File: config.mk
export PLATFORM = sky130hd
export DESIGN_NAME = k_nearest_points_2d
export DESIGN_NICKNAME = d
export VERILOG_FILES = /design/src/design/knp_pkg.sv /design/src/design/knp_store.sv /design/src/design/knp_dist.sv /design/src/design/k_nearest_points_2d.sv
export SDC_FILE = /design/constraint.sdc
export NUM_CORES = 2
export LEC_CHECK = 0
export BUFFER_PORTS_ARGS = -buffer_cell sky130_fd_sc_hd__buf_2
export CAP_MARGIN = 0
export CORE_MARGIN = 2
export CORE_UTILIZATION = 45
export CTS_CLUSTER_DIAMETER = 30
export DETAILED_ROUTE_END_ITERATION = 8
export GPL_TIMING_DRIVEN = 1
export HOLD_SLACK_MARGIN = 0.12
export MAX_ROUTING_LAYER = met4
export PLACE_DENSITY = 0.63
export SLEW_MARGIN = 20
export SYNTH_ARGS = -nofsm -noshare
export SYNTH_HDL_FRONTEND = slang
export SYNTH_SLANG_ARGS = --single-unit
File: constraint.sdc
create_clock -name clock -period 8.1 [get_ports clock]
set_clock_uncertainty 0.15 [all_clocks]
set_input_delay 0.405 -clock clock [delete_from_list [all_inputs] [get_ports clock]]
set_output_delay 0.405 -clock clock [all_outputs]
set_load 0.05 [all_outputs]
File: src/design/knp_pkg.sv
package knp_pkg;

   localparam int PORT_COORD_BITS = 16;
   localparam int SQ_BITS         = 33;
   localparam int RANK_BITS       = 6;
   localparam int WANT_BITS       = 7;
   localparam int MAX_RESULTS     = 64;

   typedef enum logic [1:0] {
      OP_LOAD  = 2'd0,
      OP_CLEAR = 2'd1,
      OP_QUERY = 2'd2
   } opcode_type;

   typedef enum logic [1:0] {
      ST_IDLE,
      ST_SCAN,
      ST_EMIT
   } state_type;

endpackage

File: src/design/knp_store.sv
// Point memory: one write port for loads, one registered read port for scans.
module knp_store
   import knp_pkg::*;
#(
   parameter int CAPACITY   = 64,
   parameter int COORD_BITS = 16,
   localparam int AW        = $clog2(CAPACITY)
) (
   input  logic                        clock,
   input  logic                        reset,
   input  logic                        wr_en,
   input  logic [AW-1:0]               wr_addr,
   input  logic [PORT_COORD_BITS-1:0]  wr_x,
   input  logic [PORT_COORD_BITS-1:0]  wr_y,
   input  logic                        rd_en,
   input  logic [AW-1:0]               rd_addr,
   output logic                        rd_valid,
   output logic [AW-1:0]               rd_idx,
   output logic [COORD_BITS-1:0]       rd_x,
   output logic [COORD_BITS-1:0]       rd_y
);

   logic [2*COORD_BITS-1:0] mem [CAPACITY];
   logic [2*COORD_BITS-1:0] rd_data_ff;
   logic [AW-1:0]           rd_idx_ff;
   logic                    rd_valid_ff;
   logic [31:0]             wx32;
   logic [31:0]             wy32;

   // narrow coordinates keep the field's low bits; wide ones see it as unsigned
   assign wx32 = {16'b0, wr_x};
   assign wy32 = {16'b0, wr_y};

   always_ff @(posedge clock) begin
      if (wr_en) begin
         mem[wr_addr] <= {wx32[COORD_BITS-1:0], wy32[COORD_BITS-1:0]};
      end
      if (rd_en) begin
         rd_data_ff <= mem[rd_addr];
         rd_idx_ff  <= rd_addr;
      end
   end

   always_ff @(posedge clock) begin
      if (reset) begin
         rd_valid_ff <= 1'b0;
      end else begin
         rd_valid_ff <= rd_en;
      end
   end

   assign rd_valid = rd_valid_ff;
   assign rd_idx   = rd_idx_ff;
   assign rd_x     = rd_data_ff[2*COORD_BITS-1:COORD_BITS];
   assign rd_y     = rd_data_ff[COORD_BITS-1:0];

endmodule

File: src/design/knp_dist.sv
// Three-stage squared distance: abs difference, squares, sum.
module knp_dist
#(
   parameter int CAPACITY   = 64,
   parameter int COORD_BITS = 16,
   localparam int AW        = $clog2(CAPACITY),
   localparam int SW        = 2*COORD_BITS + 1,
   localparam int DW        = (SW > 64) ? 64 : SW
) (
   input  logic                  clock,
   input  logic                  reset,
   input  logic                  in_valid,
   input  logic [AW-1:0]         in_idx,
   input  logic [COORD_BITS-1:0] in_x,
   input  logic [COORD_BITS-1:0] in_y,
   input  logic [COORD_BITS-1:0] qx,
   input  logic [COORD_BITS-1:0] qy,
   output logic                  out_valid,
   output logic [AW-1:0]         out_idx,
   output logic [COORD_BITS-1:0] out_x,
   output logic [COORD_BITS-1:0] out_y,
   output logic [DW-1:0]         out_dist
);

   logic signed [COORD_BITS:0] dx;
   logic signed [COORD_BITS:0] dy;
   logic signed [COORD_BITS:0] abs_x;
   logic signed [COORD_BITS:0] abs_y;
   logic [SW-1:0]              sum;

   logic [2:0]                 valid_ff;
   logic [AW-1:0]              idx_ff [3];
   logic [COORD_BITS-1:0]      x_ff [3];
   logic [COORD_BITS-1:0]      y_ff [3];
   logic [COORD_BITS-1:0]      ax_ff;
   logic [COORD_BITS-1:0]      ay_ff;
   logic [2*COORD_BITS-1:0]    sqx_ff;
   logic [2*COORD_BITS-1:0]    sqy_ff;
   logic [DW-1:0]              dist_ff;

   always_comb begin
      dx    = $signed({in_x[COORD_BITS-1], in_x}) - $signed({qx[COORD_BITS-1], qx});
      dy    = $signed({in_y[COORD_BITS-1], in_y}) - $signed({qy[COORD_BITS-1], qy});
      abs_x = dx[COORD_BITS] ? -dx : dx;
      abs_y = dy[COORD_BITS] ? -dy : dy;
      sum   = SW'(sqx_ff) + SW'(sqy_ff);
   end

   always_ff @(posedge clock) begin
      if (reset) begin
         valid_ff <= '0;
      end else begin
         valid_ff <= {valid_ff[1:0], in_valid};
      end
   end

   always_ff @(posedge clock) begin
      idx_ff[0] <= in_idx;
      x_ff[0]   <= in_x;
      y_ff[0]   <= in_y;
      ax_ff     <= abs_x[COORD_BITS-1:0];
      ay_ff     <= abs_y[COORD_BITS-1:0];
      idx_ff[1] <= idx_ff[0];
      x_ff[1]   <= x_ff[0];
      y_ff[1]   <= y_ff[0];
      sqx_ff    <= ax_ff * ax_ff;
      sqy_ff    <= ay_ff * ay_ff;
      idx_ff[2] <= idx_ff[1];
      x_ff[2]   <= x_ff[1];
      y_ff[2]   <= y_ff[1];
      // wide coordinates wrap at 64 bits
      dist_ff   <= sum[DW-1:0];
   end

   assign out_valid = valid_ff[2];
   assign out_idx   = idx_ff[2];
   assign out_x     = x_ff[2];
   assign out_y     = y_ff[2];
   assign out_dist  = dist_ff;

endmodule

File: src/design/k_nearest_points_2d.sv
// channel   dir  handshake            payload
// req       in   req_valid/req_ready  opcode, point_x, point_y, want_count
// rsp       out  rsp_valid/rsp_ready  near_x, near_y, sq_distance, rank, last_item
//
// Load and clear complete without leaving idle; a full store drops the load.
// A query with k results makes k passes over the point memory: each pass reads
// all n stored points through the registered read port and the distance
// pipeline, then loads the next-nearest point into the output register.
// Reset clears point count and control state; the memory itself is never swept.
// A held result stalls only the emit at the end of the next pass; req is taken
// only between queries.
module k_nearest_points_2d
   import knp_pkg::*;
#(
   parameter int CAPACITY   = 64,
   parameter int COORD_BITS = 16
) (
   input  logic                               clock,
   input  logic                               reset,
   input  logic                               req_valid,
   output logic                               req_ready,
   input  logic [1:0]                         req_opcode,
   input  logic signed [PORT_COORD_BITS-1:0]  req_point_x,
   input  logic signed [PORT_COORD_BITS-1:0]  req_point_y,
   input  logic [WANT_BITS-1:0]               req_want_count,
   output logic                               rsp_valid,
   input  logic                               rsp_ready,
   output logic signed [PORT_COORD_BITS-1:0]  rsp_near_x,
   output logic signed [PORT_COORD_BITS-1:0]  rsp_near_y,
   output logic [SQ_BITS-1:0]                 rsp_sq_distance,
   output logic [RANK_BITS-1:0]               rsp_rank,
   output logic                               rsp_last_item
);

   localparam int AW = $clog2(CAPACITY);
   localparam int CW = $clog2(CAPACITY + 1);
   localparam int MW = (CW > WANT_BITS) ? CW : WANT_BITS;
   localparam int SW = 2*COORD_BITS + 1;
   localparam int DW = (SW > 64) ? 64 : SW;
   localparam int XW = (DW > SQ_BITS) ? DW : SQ_BITS;

   state_type              state_ff, state_in;
   logic [CW-1:0]          count_ff, count_in;
   logic [CW-1:0]          issue_ff, issue_in;
   logic [WANT_BITS-1:0]   k_ff, k_in;
   logic [WANT_BITS-1:0]   r_ff, r_in;
   logic                   found_ff, found_in;
   logic                   have_prev_ff, have_prev_in;
   logic                   rsp_valid_ff, rsp_valid_in;

   logic [COORD_BITS-1:0]  qx_ff, qy_ff;
   logic [DW-1:0]          best_d_ff, prev_d_ff;
   logic [AW-1:0]          best_idx_ff, prev_idx_ff;
   logic [COORD_BITS-1:0]  best_x_ff, best_y_ff;
   logic [PORT_COORD_BITS-1:0] rsp_x_ff, rsp_y_ff;
   logic [SQ_BITS-1:0]     rsp_d_ff;
   logic [RANK_BITS-1:0]   rsp_rank_ff;
   logic                   rsp_last_ff;

   logic                   wr_en, rd_en;
   logic                   load_query, take_best, load_rsp;
   logic                   dist_valid;
   logic [AW-1:0]          dist_idx, rd_idx;
   logic                   rd_valid;
   logic [COORD_BITS-1:0]  rd_x, rd_y, dist_x, dist_y;
   logic [DW-1:0]          dist_d;
   logic                   qualifies, better, last_round;
   logic [WANT_BITS-1:0]   cap_k, k_calc;
   logic [31:0]            qx32, qy32, near_x32, near_y32;
   logic [XW-1:0]          best_d_ext;

   knp_store #(
      .CAPACITY   (CAPACITY),
      .COORD_BITS (COORD_BITS)
   ) u_store (
      .clock    (clock),
      .reset    (reset),
      .wr_en    (wr_en),
      .wr_addr  (count_ff[AW-1:0]),
      .wr_x     (req_point_x),
      .wr_y     (req_point_y),
      .rd_en    (rd_en),
      .rd_addr  (issue_ff[AW-1:0]),
      .rd_valid (rd_valid),
      .rd_idx   (rd_idx),
      .rd_x     (rd_x),
      .rd_y     (rd_y)
   );

   knp_dist #(
      .CAPACITY   (CAPACITY),
      .COORD_BITS (COORD_BITS)
   ) u_dist (
      .clock     (clock),
      .reset     (reset),
      .in_valid  (rd_valid),
      .in_idx    (rd_idx),
      .in_x      (rd_x),
      .in_y      (rd_y),
      .qx        (qx_ff),
      .qy        (qy_ff),
      .out_valid (dist_valid),
      .out_idx   (dist_idx),
      .out_x     (dist_x),
      .out_y     (dist_y),
      .out_dist  (dist_d)
   );

   always_comb begin
      qx32 = {16'b0, req_point_x};
      qy32 = {16'b0, req_point_y};

      // k = min(want, stored points, result limit)
      cap_k  = (MW'(count_ff) > MW'(MAX_RESULTS)) ? WANT_BITS'(MAX_RESULTS)
                                                  : WANT_BITS'(count_ff);
      k_calc = (req_want_count < cap_k) ? req_want_count : cap_k;

      // each pass takes the least (distance, index) above the last one reported
      qualifies = !have_prev_ff || (dist_d > prev_d_ff)
                  || ((dist_d == prev_d_ff) && (dist_idx > prev_idx_ff));
      better    = qualifies && (!found_ff || (dist_d < best_d_ff));
      last_round = (WANT_BITS'(r_ff + 1'b1) == k_ff);
   end

   always_comb begin
      state_in     = state_ff;
      count_in     = count_ff;
      issue_in     = issue_ff;
      k_in         = k_ff;
      r_in         = r_ff;
      found_in     = found_ff;
      have_prev_in = have_prev_ff;
      rsp_valid_in = rsp_valid_ff && !rsp_ready;
      req_ready    = 1'b0;
      wr_en        = 1'b0;
      rd_en        = 1'b0;
      load_query   = 1'b0;
      take_best    = 1'b0;
      load_rsp     = 1'b0;

      case (state_ff)
         ST_IDLE: begin
            req_ready = 1'b1;
            if (req_valid) begin
               case (opcode_type'(req_opcode))
                  OP_LOAD: begin
                     if (count_ff < CW'(CAPACITY)) begin
                        wr_en    = 1'b1;
                        count_in = count_ff + 1'b1;
                     end
                  end
                  OP_CLEAR: begin
                     count_in = '0;
                  end
                  OP_QUERY: begin
                     load_query   = 1'b1;
                     k_in         = k_calc;
                     r_in         = '0;
                     issue_in     = '0;
                     found_in     = 1'b0;
                     have_prev_in = 1'b0;
                     if (k_calc != '0) begin
                        state_in = ST_SCAN;
                     end
                  end
                  default: begin
                  end
               endcase
            end
         end
         ST_SCAN: begin
            rd_en = (issue_ff < count_ff);
            if (rd_en) begin
               issue_in = issue_ff + 1'b1;
            end
            if (dist_valid) begin
               if (better) begin
                  take_best = 1'b1;
                  found_in  = 1'b1;
               end
               if (CW'(dist_idx) == CW'(count_ff - 1'b1)) begin
                  state_in = ST_EMIT;
               end
            end
         end
         ST_EMIT: begin
            if (!rsp_valid_ff || rsp_ready) begin
               load_rsp     = 1'b1;
               rsp_valid_in = 1'b1;
               have_prev_in = 1'b1;
               found_in     = 1'b0;
               issue_in     = '0;
               r_in         = r_ff + 1'b1;
               state_in     = last_round ? ST_IDLE : ST_SCAN;
            end
         end
         default: begin
            state_in = ST_IDLE;
         end
      endcase
   end

   always_ff @(posedge clock) begin
      if (reset) begin
         state_ff <= ST_IDLE;
      end else begin
         state_ff <= state_in;
      end
   end

   always_ff @(posedge clock) begin
      if (reset) begin
         count_ff     <= '0;
         issue_ff     <= '0;
         k_ff         <= '0;
         r_ff         <= '0;
         found_ff     <= 1'b0;
         have_prev_ff <= 1'b0;
         rsp_valid_ff <= 1'b0;
      end else begin
         count_ff     <= count_in;
         issue_ff     <= issue_in;
         k_ff         <= k_in;
         r_ff         <= r_in;
         found_ff     <= found_in;
         have_prev_ff <= have_prev_in;
         rsp_valid_ff <= rsp_valid_in;
      end
   end

   always_comb begin
      near_x32   = 32'($signed(best_x_ff));
      near_y32   = 32'($signed(best_y_ff));
      best_d_ext = XW'(best_d_ff);
   end

   always_ff @(posedge clock) begin
      if (load_query) begin
         qx_ff <= qx32[COORD_BITS-1:0];
         qy_ff <= qy32[COORD_BITS-1:0];
      end
      if (take_best) begin
         best_d_ff   <= dist_d;
         best_idx_ff <= dist_idx;
         best_x_ff   <= dist_x;
         best_y_ff   <= dist_y;
      end
      if (load_rsp) begin
         prev_d_ff   <= best_d_ff;
         prev_idx_ff <= best_idx_ff;
         rsp_x_ff    <= near_x32[PORT_COORD_BITS-1:0];
         rsp_y_ff    <= near_y32[PORT_COORD_BITS-1:0];
         rsp_d_ff    <= best_d_ext[SQ_BITS-1:0];
         rsp_rank_ff <= r_ff[RANK_BITS-1:0];
         rsp_last_ff <= last_round;
      end
   end

   assign rsp_valid       = rsp_valid_ff;
   assign rsp_near_x      = rsp_x_ff;
   assign rsp_near_y      = rsp_y_ff;
   assign rsp_sq_distance = rsp_d_ff;
   assign rsp_rank        = rsp_rank_ff;
   assign rsp_last_item   = rsp_last_ff;

endmodule
==> qor.csv <==
metric;value;unit
outcome;finished, final reports clean;
whs;0.171;ns
worstSetupPathType;register to register;
cts.reportedPaths.clkPinSlew;0.05;ns
synth_top_family_by_area;multiplexers;
grt_pass1_wl;387000;um
tightest_slew;1.16;ns
die_area;250000;sq um
synthAdderAreaFrac;0.0988;
async_flop_share;0;
cts_resized;0;
synth.top_cell.area_share;0.615;
synth_nets;6828;
antenna_found_initial;36;
cpMostUsedCell;fa_1;
design_area;132000;sq um
crit_path_end_kind;register;
setup_violations;0;
fin_crit;7.39;ns
cts_buffers;458;
yosys_warnings;0;
worstPathRequired;8.78;ns
max-vdd-ir-drop;0.000827;V
cts_htree_levels;5;
fmax;135;MHz
finalHoldViolCount;0;
routed_via_density;5.56;
overflow;0;
syn-instance-count;6104;
grt_max_degree;131;
power_density;390;nW/um^2
cpMaxStageDelayCell;dfxtp_1;
multi_input_area;34400;sq um
crit_arrival;8.07;ns
hold_class;register to register;
synth_area_leaders;edfxtp_1, mux4_2, fa_1;
cts_buffer_depth;4;
vias;56872;
die_w;500;um
ys_seq_area_frac;0.665;
drive_gt1_frac;0.247;
drv_slew;0;
syn-mean-instance-area;18.1;sq um
finalWeightedCongestion;0.878;
tns;0;ns
clk_latency;1.01;ns
dieHeight;500;um
cap_viol_max_count;0;
ant_nets;0;
drt_pre_antenna_iters;5;
layout.nets;7340;
synth-xor-area-share;0.0127;
postCtsSetupBuffers;0;
placed_cell_area;116000;sq um
cts_tree;built;
ys_seq_elements;2545;
synth_cell_types;77;
coreArea;245000;sq um
cts_sinks;2545;
initial_core_util;0.452;
synth-compound-area-share;0.0256;
path_cells;inv_1 -> nor2_1 -> ha_1 -> xor2_1 -> fa_1 -> inv_1 -> fa_1 -> fa_1 -> fa_1 -> inv_1 -> fa_1 -> inv_1 -> ha_1 -> a211oi_1 -> o21ai_0 -> a221oi_1 -> o21ai_1 -> o31a_1 -> a311oi_1 -> a21oi_1 -> or4b_1 -> nand3_1;
fill_cells;18977;
crit_path_max_incr_delay;0.69;ns
drc;0;
wl;260000;um
relSlewSlack;0.222;
muxShareOfSynthArea;0.138;
io_pins;119;
ys.flop_type;edfxtp_1;
synth_area;111000;sq um
post-route-period-util;0.913;
startpoint_type;register;
register_area;73700;sq um
hpwlAfterDp;158000;um
post_drt_wl_per_cell;25.4;um
synth-simple-area-share;0.0311;
grt_pass1_vias;59647;
grt_use_total;0.215;
rsz0062_at_grt;no;
leakage;46.5;nW
synthToLayoutAreaGrowth;19.0;%
synth_edf_count;2267;
critPathMaxFanout;13;
cts-root-buf;clkbuf_16;
synth_top_area_cell;edfxtp_1;
num_rows;182;
port_buffers;118;
first_iter_violations;5337;
cell usage after synthesis, drive strengths merged, types with 81 or more instances:
cell / instances
a21oi: 132
clkbuf: 160
dfxtp: 278
edfxtp: 2267
fa: 326
ha: 353
inv: 653
mux4: 672
nand2: 211
nor2: 253
o21ai: 81
xnor2: 106
power breakdown:
group | internal, mW | switching (mW)
sequential | 14.9 | 0.303
combinational | 7.48 | 10.1
clock | 12.2 | 6.49
total | 34.6 | 16.9
path summary, 6_finish.rpt:
check                                       start           endpoint  slack (ns)  cells after the start
worst min register to register  u_dist.y_ff[0][9]  u_dist.y_ff[1][9]        0.17                      0
worst max register to register    u_dist.ax_ff[3]  u_dist.sqx_ff[30]        0.71                     22
worst max-delay path              u_dist.ax_ff[3]  u_dist.sqx_ff[30]        0.71                     22
worst min-delay path            u_dist.y_ff[0][9]  u_dist.y_ff[1][9]        0.17                      0
cell usage in the layout, fill, tap and decap left out, types with 61 or more instances in the layout:
| master | n |
|---|---|
| clkbuf_16 | 463 |
| edfxtp_1 | 2267 |
| and2_1 | 74 |
| xnor2_1 | 106 |
| nor2_1 | 189 |
| buf_4 | 117 |
| nand2_1 | 211 |
| inv_1 | 652 |
| buf_2 | 87 |
| ha_1 | 353 |
| dfxtp_1 | 272 |
| nor2_4 | 64 |
| a21oi_1 | 132 |
| o21ai_0 | 78 |
| mux4_2 | 672 |
| clkinv_1 | 61 |
| fa_1 | 326 |
worst max-delay path: cells and delay by family (launching register included):
kind	cells	cell delay, ns
flip-flops	1	0.69
adder cells (fa/ha/maj)	7	3.16
XOR/XNOR	1	0.20
buffers and inverters	4	0.42
AND/OR/NAND/NOR	3	0.88
AO/OA/AOI/OAI	7	1.83
area by class of cell:
class	instances	share of cell area
Clock inverter	321	0.0263
Inverter	653	0.0186
Clock buffer	520	0.0898
Tap cell	3220	0.0306
Sequential cell	2545	0.559
Timing Repair Buffer	260	0.0149
Multi-Input combinational cell	2698	0.261
Antenna cell	9	0.000171
metrics by stage:
| stage | util | total power, mW | setup slack (ns) | cells |
|---|---|---|---|---|
| floorplan | - | 28.5 | 1.61 | 6104 |
| global placement | 0.473 | 32.7 | 1.05 | 9328 |
| detailed placement | 0.473 | 33.0 | 0.902 | 9328 |
| CTS | 0.537 | 51.9 | 0.802 | 10216 |
| global route | 0.538 | 54.8 | 0.443 | 10220 |
| finish | 0.538 | 51.5 | 0.707 | 10226 |
timing repair:
item / in CTS / in global routing
hold endpoints to repair: 1973 / 0
hold buffers: 47 / 0
setup endpoints to repair: 0 / 0
cells by family (layout without fill, tap and decap cells):
kind of cell	Yosys count	after routing
and+or+nand+nor	742	742
AOI/OAI and AO/OA	434	434
adders and majority gates	679	679
other	0	9
xor gates and xnor gates	160	160
muxes	683	683
DFF	2545	2545
buffers and inverters	861	1754
flip-flops by register name, summed over array words and instances, names as in the netlist, 16 cells and up:
signal              flops
u_dist.ax_ff           16
rsp_near_x             16
qx_ff                  16
u_dist.y_ff            48
u_dist.sqy_ff          31
rsp_near_y             16
u_dist.out_dist        33
best_y_ff              16
best_d_ext             33
u_store.mem          2048
u_dist.x_ff            48
u_dist.sqx_ff          31
best_x_ff              16
u_dist.ay_ff           16
u_dist.idx_ff          18
rsp_sq_distance        33
u_store.rd_data_ff     32
qy_ff                  16
metal layers:
metal,GRT usage,vias up,routed length [um]
met1,0.284,29860,107000
met5,-,-,0
li1,-,24499,-
met2,0.343,1990,128000
met3,0.0418,523,17900
met4,0.0589,0,6540
(Power assumes the default switching activity.)
